## src/rtl/b64lw_pkg.sv

```systemverilog
// Package for the line-wrapped base64 encoder: group job type, step codes,
// character constants and the base64 symbol function.
// No dependencies.
`timescale 1ns / 1ps

package b64lw_pkg;

  localparam logic [6:0] LINE_LIMIT   = 7'd100;
  localparam logic [6:0] PAD_CHAR     = 7'd61;
  localparam logic [6:0] NEWLINE_CHAR = 7'd10;
  localparam logic [6:0] COL_STEP     = 7'd4;

  // Positions within the character sequence of one group.
  localparam logic [2:0] STEP_NL_FIRST = 3'd0;
  localparam logic [2:0] STEP_SYM0     = 3'd1;
  localparam logic [2:0] STEP_SYM1     = 3'd2;
  localparam logic [2:0] STEP_SYM2     = 3'd3;
  localparam logic [2:0] STEP_SYM3     = 3'd4;
  localparam logic [2:0] STEP_NL_LAST  = 3'd5;

  // Byte counts of a group.
  localparam logic [1:0] NBYTES_ONE   = 2'd1;
  localparam logic [1:0] NBYTES_TWO   = 2'd2;
  localparam logic [1:0] NBYTES_THREE = 2'd3;

  // One group handed from the front to the back.
  typedef struct packed {
    logic [7:0] b0;
    logic [7:0] b1;
    logic [7:0] b2;
    logic [1:0] nbytes;
    logic       nl_first;
    logic       fin;
  } b64lw_job_t;

  // Map a six-bit value to its base64 alphabet character.
  function automatic logic [6:0] b64_sym(input logic [5:0] v);
    logic [6:0] v7;
    v7 = {1'b0, v};
    if (v < 6'd26) begin
      return 7'd65 + v7;
    end else if (v < 6'd52) begin
      return 7'd71 + v7;          // 'a' - 26
    end else if (v < 6'd62) begin
      return v7 - 7'd4;           // '0' - 52
    end else if (v == 6'd62) begin
      return 7'd43;               // '+'
    end else begin
      return 7'd47;               // '/'
    end
  endfunction

endpackage

```

## src/rtl/b64lw_front.sv

```systemverilog
// Front end of the encoder: accepts payload bytes, gathers groups of three
// and tracks the line column. Depends on b64lw_pkg.
`timescale 1ns / 1ps

module b64lw_front (
  input  logic                clk,
  input  logic                rst,
  input  logic                in_valid,
  input  logic [7:0]          data_byte,
  input  logic                final_byte,
  input  logic                q_full,
  output logic                q_push,
  output b64lw_pkg::b64lw_job_t q_job
);
  import b64lw_pkg::*;

  logic [15:0] held_bytes, held_bytes_next;
  logic [1:0]  group_phase, group_phase_next;
  logic [6:0]  line_column, line_column_next;
  logic [1:0]  phase;
  logic        accept;
  logic        emit;
  b64lw_job_t  job;

  assign accept = in_valid && !q_full;
  // A stray phase of three is treated as an empty group.
  assign phase  = (group_phase == 2'd3) ? 2'd0 : group_phase;

  // Build the group that this byte would complete.
  always_comb begin
    job.nbytes = phase + 2'd1;
    job.fin    = final_byte;
    unique case (phase)
      2'd0: begin
        job.b0 = data_byte;
        job.b1 = 8'd0;
        job.b2 = 8'd0;
      end
      2'd1: begin
        job.b0 = held_bytes[15:8];
        job.b1 = data_byte;
        job.b2 = 8'd0;
      end
      default: begin
        job.b0 = held_bytes[15:8];
        job.b1 = held_bytes[7:0];
        job.b2 = data_byte;
      end
    endcase
    job.nl_first = (line_column >= LINE_LIMIT);
  end

  assign emit   = final_byte || (job.nbytes == NBYTES_THREE);
  assign q_push = accept && emit;
  assign q_job  = job;

  // Next values of the grouping and column state.
  always_comb begin
    held_bytes_next  = held_bytes;
    group_phase_next = group_phase;
    line_column_next = line_column;
    if (accept) begin
      if (!emit) begin
        held_bytes_next  = {job.b0, job.b1};
        group_phase_next = job.nbytes;
      end else begin
        held_bytes_next  = 16'd0;
        group_phase_next = 2'd0;
        if (job.nl_first) begin
          line_column_next = 7'd0;
        end
        if (job.nbytes == NBYTES_THREE) begin
          line_column_next = line_column_next + COL_STEP;
        end
        if (final_byte) begin
          line_column_next = 7'd0;
        end
      end
    end
  end

  always_ff @(posedge clk) begin
    if (rst) begin
      held_bytes  <= 16'd0;
      group_phase <= 2'd0;
      line_column <= 7'd0;
    end else begin
      held_bytes  <= held_bytes_next;
      group_phase <= group_phase_next;
      line_column <= line_column_next;
    end
  end

endmodule

```

## src/rtl/b64lw_cmdq.sv

```systemverilog
// Two-entry queue of group jobs between the front and the back.
// Depends on b64lw_pkg.
`timescale 1ns / 1ps

module b64lw_cmdq (
  input  logic                  clk,
  input  logic                  rst,
  input  logic                  push,
  input  b64lw_pkg::b64lw_job_t push_job,
  input  logic                  pop,
  output logic                  q_full,
  output logic                  q_empty,
  output b64lw_pkg::b64lw_job_t head_job
);
  import b64lw_pkg::*;

  b64lw_job_t entries [2];
  logic       wr_ptr;
  logic       rd_ptr;
  logic [1:0] count;
  logic       do_push;
  logic       do_pop;

  assign q_full   = (count == 2'd2);
  assign q_empty  = (count == 2'd0);
  assign do_push  = push && !q_full;
  assign do_pop   = pop && !q_empty;
  assign head_job = entries[rd_ptr];

  // Entry storage.
  always_ff @(posedge clk) begin
    if (do_push) begin
      entries[wr_ptr] <= push_job;
    end
  end

  // Pointers and occupancy.
  always_ff @(posedge clk) begin
    if (rst) begin
      wr_ptr <= 1'b0;
      rd_ptr <= 1'b0;
      count  <= 2'd0;
    end else begin
      if (do_push) begin
        wr_ptr <= ~wr_ptr;
      end
      if (do_pop) begin
        rd_ptr <= ~rd_ptr;
      end
      if (do_push && !do_pop) begin
        count <= count + 2'd1;
      end else if (do_pop && !do_push) begin
        count <= count - 2'd1;
      end
    end
  end

endmodule

```

## src/rtl/b64lw_back.sv

```systemverilog
// Back end of the encoder: steps the queued group's characters into the result
// register, one per cycle while the receiver keeps up. Depends on b64lw_pkg.
`timescale 1ns / 1ps

module b64lw_back (
  input  logic                  clk,
  input  logic                  rst,
  input  logic                  q_empty,
  input  b64lw_pkg::b64lw_job_t head_job,
  output logic                  q_pop,
  input  logic                  pop,
  output logic                  empty,
  output logic [6:0]            out_char,
  output logic                  run_end
);
  import b64lw_pkg::*;

  logic [2:0] step, step_next;
  logic [2:0] cur_step;
  logic       last;
  logic       emit;
  logic       out_valid;
  logic [6:0] char_val;

  // Skip the leading newline when the line still has room.
  assign cur_step = (step == STEP_NL_FIRST && !head_job.nl_first) ? STEP_SYM0 : step;
  assign last     = head_job.fin ? (cur_step == STEP_NL_LAST) : (cur_step == STEP_SYM3);
  assign emit     = !q_empty && (!out_valid || pop);
  assign q_pop    = emit && last;
  assign empty    = !out_valid;

  // Character for the current step.
  always_comb begin
    unique case (cur_step)
      STEP_SYM0: char_val = b64_sym(head_job.b0[7:2]);
      STEP_SYM1: char_val = b64_sym({head_job.b0[1:0], head_job.b1[7:4]});
      STEP_SYM2: begin
        char_val = (head_job.nbytes == NBYTES_ONE) ? PAD_CHAR
                 : b64_sym({head_job.b1[3:0], head_job.b2[7:6]});
      end
      STEP_SYM3: begin
        char_val = (head_job.nbytes == NBYTES_THREE) ? b64_sym(head_job.b2[5:0])
                 : PAD_CHAR;
      end
      default:   char_val = NEWLINE_CHAR;
    endcase
  end

  assign step_next = last ? STEP_NL_FIRST : (cur_step + 3'd1);

  // Step counter and result register.
  always_ff @(posedge clk) begin
    if (rst) begin
      step      <= STEP_NL_FIRST;
      out_valid <= 1'b0;
    end else begin
      if (emit) begin
        step      <= step_next;
        out_valid <= 1'b1;
      end else if (pop) begin
        out_valid <= 1'b0;
      end
    end
  end

  always_ff @(posedge clk) begin
    if (emit) begin
      out_char <= char_val;
      run_end  <= last;
    end
  end

endmodule

```

## src/rtl/base64_line_wrapped_encoder.sv

```systemverilog
// Base64 encoder with 100-character line wrapping and '=' padding.
// Takes one payload byte per beat and gives ASCII characters one per beat.
// Input: push with data_byte and final_byte; a beat is taken when push is
// high and full is low. final_byte marks the last byte of a payload.
// Output: while empty is low, out_char and run_end show the oldest character;
// it is taken when pop is high and empty is low. run_end marks the last
// character caused by an input byte.
// A byte that completes a group, or a final byte, puts its job into the queue
// at the edge that takes it; the result register then loads the first
// character from the queue head. Bytes that only fill a group give none.
// Throughput: the back end emits one character per cycle while the receiver
// keeps up, so the character sequencer sets the sustained rate. Each group
// gives four characters, plus a leading newline when the line is full and a
// closing newline after a final byte. A two-entry job queue lets the front
// keep taking bytes meanwhile.
// When the receiver stalls, the result register holds, the queue fills and
// full rises. Reset clears the held group, the column count, the queue and
// the result register; the block is ready on the cycle after reset.
// Depends on b64lw_pkg, b64lw_front, b64lw_cmdq and b64lw_back.
`timescale 1ns / 1ps

module base64_line_wrapped_encoder (
  input  logic       clk,
  input  logic       rst,
  input  logic       push,
  output logic       full,
  input  logic [7:0] data_byte,
  input  logic       final_byte,
  output logic       empty,
  input  logic       pop,
  output logic [6:0] out_char,
  output logic       run_end
);
  import b64lw_pkg::*;

  b64lw_job_t push_job;
  b64lw_job_t head_job;
  logic       q_push;
  logic       q_pop;
  logic       q_full;
  logic       q_empty;

  assign full = q_full;

  // Byte gathering and column tracking.
  b64lw_front u_front (
    .clk        (clk),
    .rst        (rst),
    .in_valid   (push),
    .data_byte  (data_byte),
    .final_byte (final_byte),
    .q_full     (q_full),
    .q_push     (q_push),
    .q_job      (push_job)
  );

  // Job queue between the two halves.
  b64lw_cmdq u_cmdq (
    .clk      (clk),
    .rst      (rst),
    .push     (q_push),
    .push_job (push_job),
    .pop      (q_pop),
    .q_full   (q_full),
    .q_empty  (q_empty),
    .head_job (head_job)
  );

  // Character sequencer and result register.
  b64lw_back u_back (
    .clk      (clk),
    .rst      (rst),
    .q_empty  (q_empty),
    .head_job (head_job),
    .q_pop    (q_pop),
    .pop      (pop),
    .empty    (empty),
    .out_char (out_char),
    .run_end  (run_end)
  );

endmodule

```

## config.mk

```make
export PLATFORM = sky130hd
export DESIGN_NAME = base64_line_wrapped_encoder
export DESIGN_NICKNAME = d
export VERILOG_FILES = /design/src/rtl/b64lw_pkg.sv /design/src/rtl/b64lw_front.sv /design/src/rtl/b64lw_cmdq.sv /design/src/rtl/b64lw_back.sv /design/src/rtl/base64_line_wrapped_encoder.sv
export SDC_FILE = /design/constraint.sdc
export NUM_CORES = 1
export LEC_CHECK = 0
export BUFFER_PORTS_ARGS = -buffer_cell sky130_fd_sc_hd__clkbuf_2
export CAP_MARGIN = 20
export CORE_ASPECT_RATIO = 1.75
export CORE_MARGIN = 2
export CORE_UTILIZATION = 30
export DETAILED_ROUTE_END_ITERATION = 16
export GPL_TIMING_DRIVEN = 0
export SETUP_SLACK_MARGIN = 0.2
export SLEW_MARGIN = 20
export SYNTH_ARGS = -nofsm -noshare
export SYNTH_HDL_FRONTEND = slang
export SYNTH_HIERARCHICAL = 1
export SYNTH_SLANG_ARGS = --single-unit
```

## constraint.sdc

```tcl
create_clock -name clk -period 3 [get_ports clk]
set_input_delay 0.75 -clock clk [delete_from_list [all_inputs] [get_ports clk]]
set_output_delay 0.75 -clock clk [all_outputs]
set_load 0.005 [all_outputs]
```

# Yosys cells after proc, flatten, opt, wreduce, memory -nomap -nowiden
# Memories as Yosys holds them, arrays and structs flattened. A register that Yosys moved wholly into a read port is not among the register bits.
# Index checks and enable logic that the tools add are counted.
# totals
register_bits	41
mem_bits_rw	56
inputBits	13
memories	1
# op_classes
add_sub_neg	17
n_lt_le_gt_ge	13
eq_ne	15
muxes	39
n_bitwise	2
n_reduce_logical	23
# mem_list
name	words	width	read_ports	rd_clocked_by_memory_dff	wr	line	text
u_cmdq.entries	2	28	1	1	1	b64lw_cmdq.sv:17	b64lw_job_t entries [2];
# ops
cell	n
$mux W7	19
$add A7 B6 Y7 const A	8
$lt A6 B6 Y1 const B	8
$pmux W24 S2	1
$pmux W7 S4	1
$sub A6 B3 Y7 const B	4
$eq A6 B6 Y1 const B	4
$lt A6 B5 Y1 const B	4
$mux W3	6
$mux W16	1
$logic_and A1 B1 Y1	9
$eq A2 B2 Y1 const B	4
$mux W2	4
$add A7 B3 Y7 const B	1
$ge A7 B7 Y1 const B	1
$mux W1	7
$eq A3 B2 Y1 const B	2
$eq A3 B3 Y1 const B	2
$logic_not A1 Y1	6
$add A2 B1 Y2 const B	2
$eq A2 B1 Y1 const B	2
$logic_not A2 Y1	2
$reduce_bool A2 Y1	2
$add A3 B1 Y3 const B	1
6 further kinds	8

# Longest topological paths before layout
# Gate-level depths: netlist of run 1.
# logic_depth
word_depth	11
ltp_mapped	13

# Cells and area by module
# Netlist of run 1, hierarchy kept.
# modules_own_cells
mod	instances	cells_per_inst	area_each_um2	seq_area_each_um2
b64lw_cmdq	1	112	2234.6	1781.7
b64lw_back	1	291	2103.3	320.3
b64lw_front	1	147	1325.0	460.4

# Least setup slack after synthesis of run 1
# Ideal clock, no wire load.
# synth_timing
path_kind	register to register
start	register (tool-made name)
end	register u_back.out_char[2], data pin
setup_time_ns	0.272
t_arrival_ns	2.653
t_required_ns	2.728
slack_ns	0.075
path_stages_with_launch	14
n_path_buf	4
period_less_slack_ns	2.925
cell_sequence	dfxtp_1 buf_2 buf_4 mux2_2 clkbuf_1 inv_1 ha_1 and3b_1 buf_2 nor3_1 a311oi_1 a221oi_1 nor2_1 or4_1
# synth_rtl
item	line	text
end signal: assignment	b64lw_back.sv:68	out_char <= char_val;
end: declaration	b64lw_back.sv:13	output logic [6:0] out_char,

==> results of run 1 <==
==> routing by layer <==
| layer | global-route usage | vias to the layer above | part of all wire |
|---|---|---|---|
| met5 | 0 | - | 0 |
| met1 | 0.147 | 2078 | 0.38 |
| met4 | 0.106 | 0 | 0.071 |
| met3 | 0.0203 | 47 | 0.030 |
| li1 | - | 2146 | - |
| met2 | 0.253 | 117 | 0.52 |
==> stage by stage <==
step	std cells	hold slack [ns]	utilization
after floorplan	550	0.452	-
after global placement	810	0.469	0.327
after detailed placement	810	0.489	0.328
after CTS	836	0.499	0.354
after global routing	842	0.527	0.363
final	842	0.496	0.363
==> worst max-delay path, delay by kind of cell (launching register included) <==
kind	cells	cell delay [ns]
multiplexers	1	0.34
adder cells (fa/ha/maj)	1	0.20
flip-flops	1	0.32
buffers and inverters	4	0.52
AND/OR/NAND/NOR	1	0.48
AO/OA/AOI/OAI	5	0.68
==> area by class of cell <==
type / count / area [sq um]
Fill cell: 1839 / 11800
Clock inverter: 4 / 51.3
Multi-Input combinational cell: 393 / 2960
Clock buffer: 11 / 254
Sequential cell: 96 / 2560
Buffer: 28 / 245
Tap cell: 238 / 298
Timing Repair Buffer: 39 / 241
Inverter: 33 / 130
==> power breakdown <==
part	switching [W]	internal (W)
Combinational	0.000406	0.000265
Sequential	0.0000274	0.00150
Clock	0.000477	0.000694
==> cell usage after synthesis, types with 4 or more instances <==
master,n,area share
a211oi_1,10,0.013
and2_1,14,0.015
a22oi_2,16,0.035
nand4_1,4,0.0044
a31oi_1,6,0.0066
buf_6,9,0.018
and3b_1,5,0.0077
o21ai_0,25,0.022
nor3_1,11,0.0097
ha_1,25,0.055
nand2b_1,6,0.0066
inv_1,33,0.022
or3_1,4,0.0044
mux2_2,28,0.056
nor2_1,50,0.033
nand2_1,38,0.025
o211ai_1,4,0.0053
a21oi_1,37,0.033
a22o_1,16,0.025
nand3b_1,6,0.0080
buf_4,4,0.0053
edfxtp_1,64,0.34
dfxtp_1,32,0.11
xor2_1,6,0.0093
xnor2_1,5,0.0077
clkbuf_1,5,0.0033
buf_2,9,0.0080
nand3_1,14,0.012
==> kinds of logic after synthesis <==
| logic type | after synthesis | synth area share |
|---|---|---|
| AND/OR/NAND/NOR | 169 | 0.151 |
| AO/OA/AOI/OAI | 157 | 0.206 |
| flip-flops | 96 | 0.452 |
| buffers and inverters | 61 | 0.0572 |
| multiplexers | 31 | 0.0610 |
| adder cells (fa/ha/maj) | 25 | 0.0552 |
| XOR/XNOR | 11 | 0.0170 |
==> worst min-delay path by stage <==
| stage | startpoint | end | slack [ns] | cells past startpoint |
|---|---|---|---|---|
| 2_1_floorplan | u_cmdq/wr_ptr$_SDFFE_PP0P_ | u_cmdq/wr_ptr$_SDFFE_PP0P_ | 0.45 | 2 |
| 3_3_place_gp | u_cmdq/wr_ptr$_SDFFE_PP0P_ | u_cmdq/wr_ptr$_SDFFE_PP0P_ | 0.47 | 2 |
| 3_5_place_dp | u_front/line_column[3]$_SDFFE_PP0P_ | u_front/line_column[3]$_SDFFE_PP0P_ | 0.49 | 2 |
| 4_1_cts | u_front/line_column[3]$_SDFFE_PP0P_ | u_front/line_column[3]$_SDFFE_PP0P_ | 0.50 | 2 |
| 5_1_grt | u_front/held_bytes[2]$_SDFFE_PP0P_ | u_front/held_bytes[2]$_SDFFE_PP0P_ | 0.53 | 2 |
| 6_report | u_cmdq/wr_ptr$_SDFFE_PP0P_ | u_cmdq/wr_ptr$_SDFFE_PP0P_ | 0.50 | 2 |
==> state kept, by name, summed over array words and instances, names as in the netlist, named ones only <==
name and flops:
u_back/step 3, u_cmdq/rd_ptr 1, u_front/group_phase 2, u_cmdq/wr_ptr 1, u_front/line_column 5, u_cmdq/entries 56, u_back/out_char 7, u_back/run_end 1
u_cmdq/count 2, u_back/out_valid 1, u_front/held_bytes 16
==> timing repair <==
action,in CTS,in global routing
gates resized for setup,33,28
hold buffers,0,0
setup endpoints to repair,6,35
setup buffers,11,6
pin swaps,6,11
==> metrics.cfg, run 1 <==
[final_layout]
nets = 638
final_cell_mix = edfxtp_1, nor2_1, nand2_1
drive_above_1_share = 0.268
antenna_cells = 0
design_area_sq_mm = 0.00675
layout_commonest_cell = edfxtp_1
syn_to_final_growth_pct = 19.1

[worst_setup_path]
r2r_slack_ns = 0.19
r2r-end = u_back/out_char[2]$_DFFE_PP_
r2r.worst_path.cells = 12
critPathSlowestCell = or4_1
critical_path_arrival_ns = 2.88
required_ns = 3.07
startpoint_type = flop
crit_end = u_back/out_char[2]$_DFFE_PP_
critical_path_class = reg -> reg
slowest_delay_ns = 0.48
worstPathMaxFanout = 10
cp-end-kind = flop
crit_chain = buf_6 > buf_8 > mux2_4 > inv_2 > ha_2 > a21o_1 > a21oi_4 > buf_4 > a31oi_1 > a22o_1 > a21oi_1 > or4_1

[power_and_ir_drop]
power_w = 0.00337
ir_worst_vdd_v = 0.000293
power_density_mw_per_mm2 = 500
leakage_nw = 2.46

[place]
place_ws_ns = -0.254
place_congestion = 0.832
dpl.hpwl_mm = 10.3
portBuffers = 22
placed_area_sq_mm = 0.00609

[global_routing]
grt_max_degree = 29
grt_pass1_wl_mm = 21.9
grt_pass1_vias = 4366
antenna_found_initial = 0
grt-ovfl-total = 0
grt_usage = 0.141

[clocking]
clk_pin_slew_worst_paths_ns = 0.06
clkLatencyLatePin_ns = 0.34
cts_buffer_depth = 2
cts_tree = yes
clock_sinks = 96
cts_buffers = 9
root_buffer = clkbuf_16
htree_levels = 3

[timing]
rsz0062_at_grt = true
finalHoldViolCount = 0
finalCriticalPeriod_ns = 2.81
period_share = 0.936
max_freq_mhz = 356
relSlewSlack = 0.505
setup_viol = 0
fin_tns_setup_ns = 0
tightest_slew_ns = 0.735
finClkSkew_ns = 0.00799
setup_ws_ns = 0.192
drv_slew = 0

[floorplanning]
fp.dieW_um = 108
fp.dieH_um = 186
rows = 66
coreArea_sq_mm = 0.0186
dieArea_sq_mm = 0.0200
io_pins = 23
start_util = 0.305

[drt]
post_drt_via_cell_ratio = 5.21
wl_per_cell_um = 16.4
wirelength_mm = 13.8
vias = 4388
drc = 0
drt_iter0_drc = 181
drt_pass1_iterations = 6
ant_nets = 0

[synth]
yosys_most_used_dff = edfxtp_1
ys_seq_elements = 96
synth_cell_type_count = 67
synth.avg_cell_area_sq_um = 10.3
synth_warnings = 6
yosysSeqAreaShare = 0.452
async_reset_ff_frac = 0
synth-edff-count = 64
syn_inst = 550
synth_area_sq_mm = 0.00566
syn_nets = 588

[flow_run]
maxCapViolations = 0

[run_status]
status = finished clean

[worst_hold_path]
hold_class = reg -> reg

Power figures use the tool's default switching activity.
==> run 2, diff against run 1 <==
Settings changed: CELL_PAD_IN_SITES_DETAIL_PLACEMENT from default to 1, CELL_PAD_IN_SITES_GLOBAL_PLACEMENT from default to 1, CORE_UTILIZATION 30 to 46, CTS_BUF_LIST from default to sky130_fd_sc_hd__clkbuf_2 sky130_fd_sc_hd__clkbuf_4 sky130_fd_sc_hd__clkbuf_8, PLACE_DENSITY_LB_ADDON from default to 0.1.
==> run 2 against run 1 <==
Sequential power about the same. Die area fell by 34%. Total power decreased by 7.9%. Non-clock buffer count decreased by 5. Via count is 1.9% higher. Register-to-register slack worse by 0.10 ns. Largest cell class unchanged. Highest routed layer unchanged. Cell area is 3.1% lower. Global-route usage is 9.7 points higher. Setup slack got worse by 0.10 ns. Critical path type unchanged.
==> metrics.cfg, run 2 (synthesized netlist as in run 1, its figures left out) <==
[drt]
drt_pass1_iterations = 4
ant_nets = 0
wirelength_mm = 14.9
drc = 0
vias = 4472
post_drt_via_cell_ratio = 5.84
drt_iter0_drc = 126
wl_per_cell_um = 19.5

[floorplanning]
coreArea_sq_mm = 0.0120
io_pins = 23
fp.dieH_um = 151
fp.dieW_um = 87.9
start_util = 0.472
dieArea_sq_mm = 0.0132
rows = 53

[timing]
setup_viol = 0
max_freq_mhz = 344
finClkSkew_ns = 0.0136
setup_ws_ns = 0.0923
period_share = 0.969
hold_slack_ns = 0.490
rsz0062_at_grt = true
relSlewSlack = 0.513
fin_tns_setup_ns = 0
drv_slew = 0
tightest_slew_ns = 0.723
finalHoldViolCount = 0
finalCriticalPeriod_ns = 2.91

[final_layout]
layout_commonest_cell = edfxtp_1
instances_no_fill = 766
largestRegisters = u_cmdq/entries (56), u_front/held_bytes (16), u_back/out_char (7)
final_cell_mix = edfxtp_1, nor2_1, nand2_1
nets = 634
drive_above_1_share = 0.273
syn_to_final_growth_pct = 15.4
largest_reg_flops = 56
fillCellCount = 1342
design_area_sq_mm = 0.00654
antenna_cells = 0
regMostFlops = u_cmdq/entries

[place]
dpl.hpwl_mm = 10.9
place_congestion = 0.879
placed_area_sq_mm = 0.00599
place_ws_ns = -0.330
portBuffers = 22
dp.cells = 737

[global_routing]
grt_pass1_vias = 4752
grt-ovfl-total = 0
grt_pass1_wl_mm = 24.2
grt_usage = 0.238
grt_max_degree = 29
antenna_found_initial = 0

[worst_setup_path]
crit_chain = buf_6 > buf_12 > mux2_4 > clkbuf_8 > inv_2 > ha_4 > and3b_1 > buf_4 > nor3_2 > a311oi_1 > a221oi_2 > nor2_1 > or4_1
worstPathMaxFanout = 10
slowest_delay_ns = 0.41
required_ns = 3.10
cp-end-kind = flop
critical_path_class = reg -> reg
r2r.worst_path.cells = 13
startpoint_type = flop
critPathSlowestCell = a221oi_2
critical_path_arrival_ns = 3.01

[flow_run]
maxCapViolations = 0

[clocking]
cts_buffer_depth = 2
htree_levels = 3
clk_pin_slew_worst_paths_ns = 0.10
cts_tree = yes
cts_buffers = 9
root_buffer = clkbuf_8
clkLatencyLatePin_ns = 0.37
clock_sinks = 96

[power_and_ir_drop]
leakage_nw = 2.39
ir_worst_vdd_v = 0.000360
power_density_mw_per_mm2 = 475

[worst_hold_path]
hold_depth = 2
hold_class = reg -> reg

[run_status]
status = finished clean

## run 2: path summary, 6_finish.rpt
kind,start,to,slack (ns)
setup reg to reg,flop,u_back/out_char[2]$_DFFE_PP_,0.09
hold reg to reg,u_cmdq/wr_ptr$_SDFFE_PP0P_,u_cmdq/wr_ptr$_SDFFE_PP0P_,0.49
hold / removal,u_cmdq/wr_ptr$_SDFFE_PP0P_,u_cmdq/wr_ptr$_SDFFE_PP0P_,0.49
setup / recovery,flop,u_back/out_char[2]$_DFFE_PP_,0.09
## run 2: final cells by class
| cell class | count | area [sq um] | area share |
|---|---|---|---|
| clock buffer | 12 | 159 | 0.0243 |
| tap | 165 | 206 | 0.0316 |
| buffer | 28 | 244 | 0.0373 |
| sequential | 96 | 2560 | 0.392 |
| multi-input combinational | 393 | 2980 | 0.455 |
| inverter | 33 | 130 | 0.0199 |
| timing repair inverter | 1 | 7.51 | 0.00115 |
| timing repair buffer | 34 | 200 | 0.0306 |
| clock inverter | 4 | 50.0 | 0.00766 |
## run 2: where the power goes
group | internal [W] | leakage, nW | switching, W | total [W]
combinational | 0.000272 | 1.43 | 0.000422 | 0.000694
clock | 0.000443 | 0.111 | 0.000440 | 0.000883
sequential | 0.00150 | 0.850 | 0.0000276 | 0.00153
total | 0.00222 | 2.39 | 0.000890 | 0.00310
## run 2: layer usage
layer | vias up | wire, um | GRT usage | part of all wire
met5 | - | 0 | 0 | 0
met4 | 0 | 555 | 0.115 | 0.037
met3 | 33 | 259 | 0.0349 | 0.017
met2 | 70 | 8270 | 0.438 | 0.55
met1 | 2236 | 5820 | 0.261 | 0.39
li1 | 2133 | - | - | -
## run 2: critical path, delay by kind of cell (launching register included)
family          cells  cell delay [ns]
compound gates      2             0.49
fa+ha+maj           1             0.14
buf+inv             5             0.63
flops               1             0.33
mux                 1             0.31
simple gates        4             0.74
## run 2: timing repair
item / 4_1_cts / 5_1_grt
buffers inserted: 10 / 2
hold buffers: 0 / 0
gates resized for setup: 35 / 30
setup endpoints to repair: 35 / 34
gates cloned: 0 / 1
pin swaps: 5 / 9
## run 2: per-stage QoR
stage	utilization	power, W
CTS	0.533	0.00310
global route	0.545	0.00326
detailed placement	0.499	0.00218
finish	0.545	0.00310
global placement	0.499	0.00215
floorplan	-	0.00199
